File: src/sv/mtg_pkg.sv
`default_nettype none
package mtg_pkg;

	localparam int STATE_LEN    = 624;
	localparam int TWIST_OFFSET = 397;
	localparam int IDX_W        = 10;
	localparam int WORD_W       = 32;

	localparam logic [IDX_W-1:0]  NEVER_SEEDED = IDX_W'(STATE_LEN + 1);
	localparam logic [IDX_W-1:0]  LAST_IDX     = IDX_W'(STATE_LEN - 1);
	localparam logic [IDX_W-1:0]  FULL_IDX     = IDX_W'(STATE_LEN);

	localparam logic [WORD_W-1:0] DEFAULT_SEED = 32'd5489;
	localparam logic [WORD_W-1:0] TWIST_MATRIX = 32'h9908_B0DF;
	localparam logic [WORD_W-1:0] HIGH_BIT     = 32'h8000_0000;
	localparam logic [WORD_W-1:0] LOW_BITS     = 32'h7FFF_FFFF;
	localparam logic [WORD_W-1:0] SEED_MULT    = 32'd1812433253;
	localparam logic [WORD_W-1:0] TEMPER_B     = 32'h9D2C_5680;
	localparam logic [WORD_W-1:0] TEMPER_C     = 32'hEFC6_0000;

	typedef enum logic [3:0] {
		ST_IDLE,
		ST_SEED_MUL,
		ST_SEED_WR,
		ST_TW_PRE,
		ST_TW_LD,
		ST_TW_RD,
		ST_TW_WR,
		ST_DR_RD,
		ST_DR_OUT
	} mtg_state_t;

	typedef struct packed {
		logic seed_start;
		logic seed_dflt;
		logic seed_mul;
		logic seed_wr;
		logic tw_pre;
		logic tw_ld;
		logic tw_rd;
		logic tw_wr;
		logic dr_rd;
		logic dr_out;
	} mtg_cmd_t;

	typedef struct packed {
		logic cnt_last;
		logic seeded;
		logic twist_due;
		logic out_free;
	} mtg_stat_t;

	function automatic logic [WORD_W-1:0] temper(input logic [WORD_W-1:0] x);
		logic [WORD_W-1:0] y;
		y = x;
		y = y ^ (y >> 11);
		y = y ^ ((y << 7) & TEMPER_B);
		y = y ^ ((y << 15) & TEMPER_C);
		y = y ^ (y >> 18);
		return y;
	endfunction

endpackage
`default_nettype wire

File: src/sv/mtg_ctrl.sv
`default_nettype none
module mtg_ctrl (
	input  wire logic               clk,
	input  wire logic               arst_n,
	input  wire logic               in_valid,
	input  wire logic               in_mode,
	output logic                    in_ready,
	input  wire mtg_pkg::mtg_stat_t stat,
	output mtg_pkg::mtg_cmd_t       cmd
);
	import mtg_pkg::*;

	mtg_state_t state_q, state_d;
	logic       draw_q, draw_d;
	logic       accept;

	assign in_ready = (state_q == ST_IDLE);
	assign accept   = in_valid && in_ready;

	always_comb begin
		state_d = state_q;
		draw_d  = draw_q;
		case (state_q)
			ST_IDLE: begin
				if (accept) begin
					draw_d = in_mode;
					if (!in_mode || !stat.seeded) begin
						state_d = ST_SEED_MUL;
					end else if (stat.twist_due) begin
						state_d = ST_TW_PRE;
					end else begin
						state_d = ST_DR_RD;
					end
				end
			end
			ST_SEED_MUL: state_d = ST_SEED_WR;
			ST_SEED_WR: begin
				if (!stat.cnt_last) begin
					state_d = ST_SEED_MUL;
				end else if (draw_q) begin
					state_d = ST_TW_PRE;
				end else begin
					state_d = ST_IDLE;
				end
			end
			ST_TW_PRE: state_d = ST_TW_LD;
			ST_TW_LD:  state_d = ST_TW_RD;
			ST_TW_RD:  state_d = ST_TW_WR;
			ST_TW_WR:  state_d = stat.cnt_last ? ST_DR_RD : ST_TW_RD;
			ST_DR_RD:  state_d = ST_DR_OUT;
			ST_DR_OUT: begin
				if (stat.out_free) begin
					state_d = ST_IDLE;
				end
			end
			default: state_d = ST_IDLE;
		endcase
	end

	always_comb begin
		cmd = '0;
		case (state_q)
			ST_IDLE: begin
				if (accept && (!in_mode || !stat.seeded)) begin
					cmd.seed_start = 1'b1;
					cmd.seed_dflt  = in_mode;
				end
			end
			ST_SEED_MUL: cmd.seed_mul = 1'b1;
			ST_SEED_WR:  cmd.seed_wr  = 1'b1;
			ST_TW_PRE:   cmd.tw_pre   = 1'b1;
			ST_TW_LD:    cmd.tw_ld    = 1'b1;
			ST_TW_RD:    cmd.tw_rd    = 1'b1;
			ST_TW_WR:    cmd.tw_wr    = 1'b1;
			ST_DR_RD:    cmd.dr_rd    = 1'b1;
			ST_DR_OUT:   cmd.dr_out   = stat.out_free;
			default:     cmd = '0;
		endcase
	end

	always_ff @(posedge clk or negedge arst_n) begin
		if (!arst_n) begin
			state_q <= ST_IDLE;
			draw_q  <= 1'b0;
		end else begin
			state_q <= state_d;
			draw_q  <= draw_d;
		end
	end
endmodule
`default_nettype wire

File: config.mk
export PLATFORM = sky130hd
export DESIGN_NAME = mtg_ctrl
export DESIGN_NICKNAME = d
export VERILOG_FILES = /design/src/sv/mtg_pkg.sv /design/src/sv/mtg_ctrl.sv
export SDC_FILE = /design/constraint.sdc
export NUM_CORES = 1
export LEC_CHECK = 0
export BUFFER_PORTS_ARGS = -buffer_cell sky130_fd_sc_hd__buf_4
export CAP_MARGIN = 20
export CORE_AREA = 2 2 39 41
export CTS_CLUSTER_SIZE = 14
export DETAILED_ROUTE_END_ITERATION = 10
export DIE_AREA = 0 0 41 43
export PLACE_DENSITY = 0.55
export SLEW_MARGIN = 20
export SYNTH_ARGS = -nofsm -noshare
export SYNTH_HDL_FRONTEND = slang
export SYNTH_SLANG_ARGS = --single-unit
File: constraint.sdc
create_clock -name clk -period 1.9 [get_ports clk]
set_input_delay 0.38 -clock clk [delete_from_list [all_inputs] [get_ports clk]]
set_output_delay 0.38 -clock clk [all_outputs]
set_load 0.02 [all_outputs]
* Word-level counts from Yosys, hierarchy flattened
Index checks and enable logic that the tools add are counted. Widths: inputs -> output; s select.
Operators by class: equal/unequal tests 10, mux-type cells 18, reductions and logical operators 8
Operators with widths (number):
- $pmux 4 s9 | 1
- $eq 4x3->1 const B | 4
- $mux 2 | 5
- $eq 4x2->1 const B | 2
- $mux 1 | 8
- $mux 4 | 2
- $mux 3 | 2
- $eq 4x1->1 const B | 1
- $eq 4x4->1 const B | 1
- $logic_not 4->1 | 1
- $reduce_and 2->1 | 2
- $logic_and 1x1->1 | 2
- $logic_not 1->1 | 2
- $ne 2x1->1 const B | 1
- $ne 2x2->1 const B | 1
- $logic_or 1x1->1 | 1
Word-level totals: register bits 5, input bits 8, output and inout port bits 11, word-level logic and storage cells 38

* Longest topological paths before layout
word-level depth 5, depth in mapped cells 4, depth with buffers taken out 3

* Worst setup path before layout
Ideal clock, no wire load.
kind reg2out, from register state_q[0], to output port cmd[8] (netlist name), data arrival time 1606 ps, data required time 1520 ps, path slack -86 ps, cell stages (with the launch flop) 4, buffers on the path 0, path through dfrtp_1 nor4_4 nand2_1 nor3b_1
RTL lines:
- start, declared | line mtg_ctrl.sv:13 | mtg_state_t state_q, state_d;
- start signal, assigned | line mtg_ctrl.sv:86 | state_q <= state_d;
- end, declared | line mtg_ctrl.sv:9 | output mtg_pkg::mtg_cmd_t cmd

==> results.ini <==
[final_layout]
fin_util_pct = 43.1
diodes = 0
areaGrowthSynthToFinish_pct = 74.7
final_cells = 83
drive_gt1_share_pct = 56.7
layout.nets = 76

[global_routing]
antenna_found_initial = 0
grt_pass1_wl_um = 1520
grtUsageTotal_pct = 12.9
grt_pass1_vias = 351
grt_overflow = 0
met3_usage_pct = 4.71
grt_max_degree = 10
met1_usage_pct = 16.9
top_usage_layer = met2
grtUsageMet2_pct = 19.1

[clock_network]
cts_tree = done
clk_path_buf_depth = 2
htreeDepth = 1
cts.clk_slew.worst_paths_ns = 0.05
cts_root_buf = clkbuf_4
insertion_delay_ns = 0.25
cts_num_sinks = 5
numCtsBuffers = 3

[critical_path]
slowest_delay_ns = 0.44
critPathCaptureType = output pin
crit_type = flip-flop to output pin
cp_max_fo = 4
critPathArrivalTime_ns = 1.45
crit_slowest_cell = dfrtp_2
crit_chain = nor4_4 > nand2_2 > nor3b_2 > buf_4
worstPathRequired_ns = 1.52
start_kind = flip-flop

[pwr]
power_density_nw_per_um2 = 1650
total_power_mw = 0.984
leakage_nw = 0.285
ir_drop_uv = 687

[floorplanning]
die_w_um = 41
num_rows = 14
fp.dieH_um = 43
ios = 19
dieArea_um2 = 1760
start_util_pct = 24.7
coreArea_um2 = 1380

[sta]
tns_ns = 0
slew_headroom_pct = 82.6
setup_viol = 0
final_hold_viol_count = 0
fin_ws_ns = 0.0742
worst_pin_slew_ns = 0.259
fin_crit_sh_pct = 96.1
fmax_mhz = 548
skew_ns = 0.0109
slew_violations = 0
period_minus_slack_ns = 1.83

[routing]
drt-total-wl_um = 981
vias = 395
final_antenna_net_count = 0
via_per_inst = 4.76
first_iter_violations = 4
drc = 0
wire_per_inst_um = 11.8
first_pass_iters = 3

[yosys]
syn_area_um2 = 342
ys_ff_latch = 5
yosysSeqAreaShare_pct = 36.6
postSynthCellCount = 38
post_synth_num_cell_types = 21
syn_area_per_cell_um2 = 8.99
synth_warnings = 0
synth_nets = 46

[place]
place_congestion = 0.753
post-dp-hpwl_um = 682
dp_slack_ns = 0.219
port_buffers = 18
dp_cells = 71

[worst_hold_path]
hold_path_class = primary input to flip-flop

[outcome]
status = complete, no violations

[flow_run]
cap_violations = 0

-- final timing paths --
check                                        from                endpoint  slack, ns  cells after the start
min in group asynchronous                  arst_n  state_q[3]$_DFFE_PN0P_       0.47                      2
min                                       stat[0]  state_q[3]$_DFFE_PN0P_       0.32                      2
max                        state_q[1]$_DFFE_PN0P_                  cmd[8]       0.07                      4
max in group asynchronous                  arst_n  state_q[0]$_DFFE_PN0P_       1.30                      2
max reg2reg                state_q[1]$_DFFE_PN0P_  state_q[2]$_DFFE_PN0P_       0.27                      4
min reg2reg                state_q[0]$_DFFE_PN0P_  state_q[0]$_DFFE_PN0P_       0.48                      1
-- where the power goes --
| group | total [mW] | leakage [nW] | internal (mW) | switching [mW] |
|---|---|---|---|---|
| Clock | 0.127 | 0.0150 | 0.0797 | 0.0477 |
| Combinational | 0.639 | 0.213 | 0.316 | 0.323 |
| Sequential | 0.218 | 0.0575 | 0.162 | 0.0552 |
-- final cells by class --
type	count	area, µm²
repair buffers	27	205
multi-input cells	30	211
inverters	1	3.75
well taps	16	20.0
clock buffers	4	26.3
fillers	140	787
flip-flops and latches	5	130
-- cells by family (layout without fill, tap and decap cells) --
kind of cell           count (synthesis)  in the layout  synth area share [%]
AO/OA/AOI/OAI                          7              7                  16.5
XOR/XNOR                               1              1                  2.56
flip-flops                             5              5                  36.6
buffers and inverters                  3             32                  3.66
multiplexers                           1              1                  3.30
AND/OR/NAND/NOR                       21             21                  37.4
-- cells in the mapped netlist --
| cell | count | share of area [%] |
|---|---|---|
| a21o_1 | 1 | 2.2 |
| a21oi_1 | 2 | 2.9 |
| a221oi_2 | 1 | 4.4 |
| a311oi_1 | 1 | 2.6 |
| and3_1 | 1 | 1.8 |
| buf_2 | 1 | 1.5 |
| clkbuf_1 | 1 | 1.1 |
| dfrtp_1 | 5 | 37 |
| inv_1 | 1 | 1.1 |
| mux2_2 | 1 | 3.3 |
| nand2_1 | 4 | 4.4 |
| nand2b_1 | 3 | 5.5 |
| nor2_1 | 4 | 4.4 |
| nor3_1 | 5 | 7.3 |
| nor3b_1 | 1 | 2.2 |
| nor4_4 | 1 | 6.2 |
| o22ai_1 | 1 | 1.8 |
| o31a_1 | 1 | 2.6 |
| or3b_1 | 1 | 2.6 |
| or4b_1 | 1 | 2.9 |
| xor2_1 | 1 | 2.6 |
-- placed cells by master, fill, tap and decap left out --
cell type / instances
o31a_1: 1
clkbuf_1: 1
dfrtp_1: 1
nor2_1: 4
dlygate4sd3_1: 1
and3_1: 1
nor4_4: 1
inv_1: 1
a21o_1: 1
nor3b_2: 1
or3b_1: 1
a311oi_1: 1
or4b_1: 1
a21oi_1: 2
nand2_1: 3
nor3_1: 5
xor2_1: 1
nand2b_1: 3
a221oi_2: 1
dfrtp_2: 4
nand2_2: 1
buf_4: 26
mux2_2: 1
clkbuf_4: 3
o22ai_1: 1
-- repair_timing --
| action | in CTS | in global routing |
|---|---|---|
| pin swaps | 1 | 3 |
| buffers inserted | 2 | 5 |
| setup endpoints to repair | 1 | 1 |
| endpoints found under the hold margin | 5 | 0 |
| hold buffers | 1 | 0 |
| gates cloned | 0 | 0 |
| resized for setup | 5 | 0 |
-- flip-flops by register name, indices dropped and copies added, names as in the netlist --
name	cells
state_q	4
draw_q	1
-- worst max-delay path: cells and delay by family, from the launching register on --
kind / cells / cell delay (ns)
simple gates: 3 / 0.60
flops: 1 / 0.44
buf+inv: 1 / 0.16
-- routing by layer --
metal	share of wire (%)	vias up
met5	0	-
met4	0	0
met3	7.0	0
met2	53	12
met1	40	187
li1	-	196
-- per-stage QoR --
step / instance area, µm² / hold WS [ns]
floorplan: 347 / 0.0844
global placement: 500 / 0.185
detailed placement: 500 / 0.185
CTS: 559 / 0.318
global route: 597 / 0.318
finish: 597 / 0.320
Note: power is estimated with default switching activity, not from simulation.
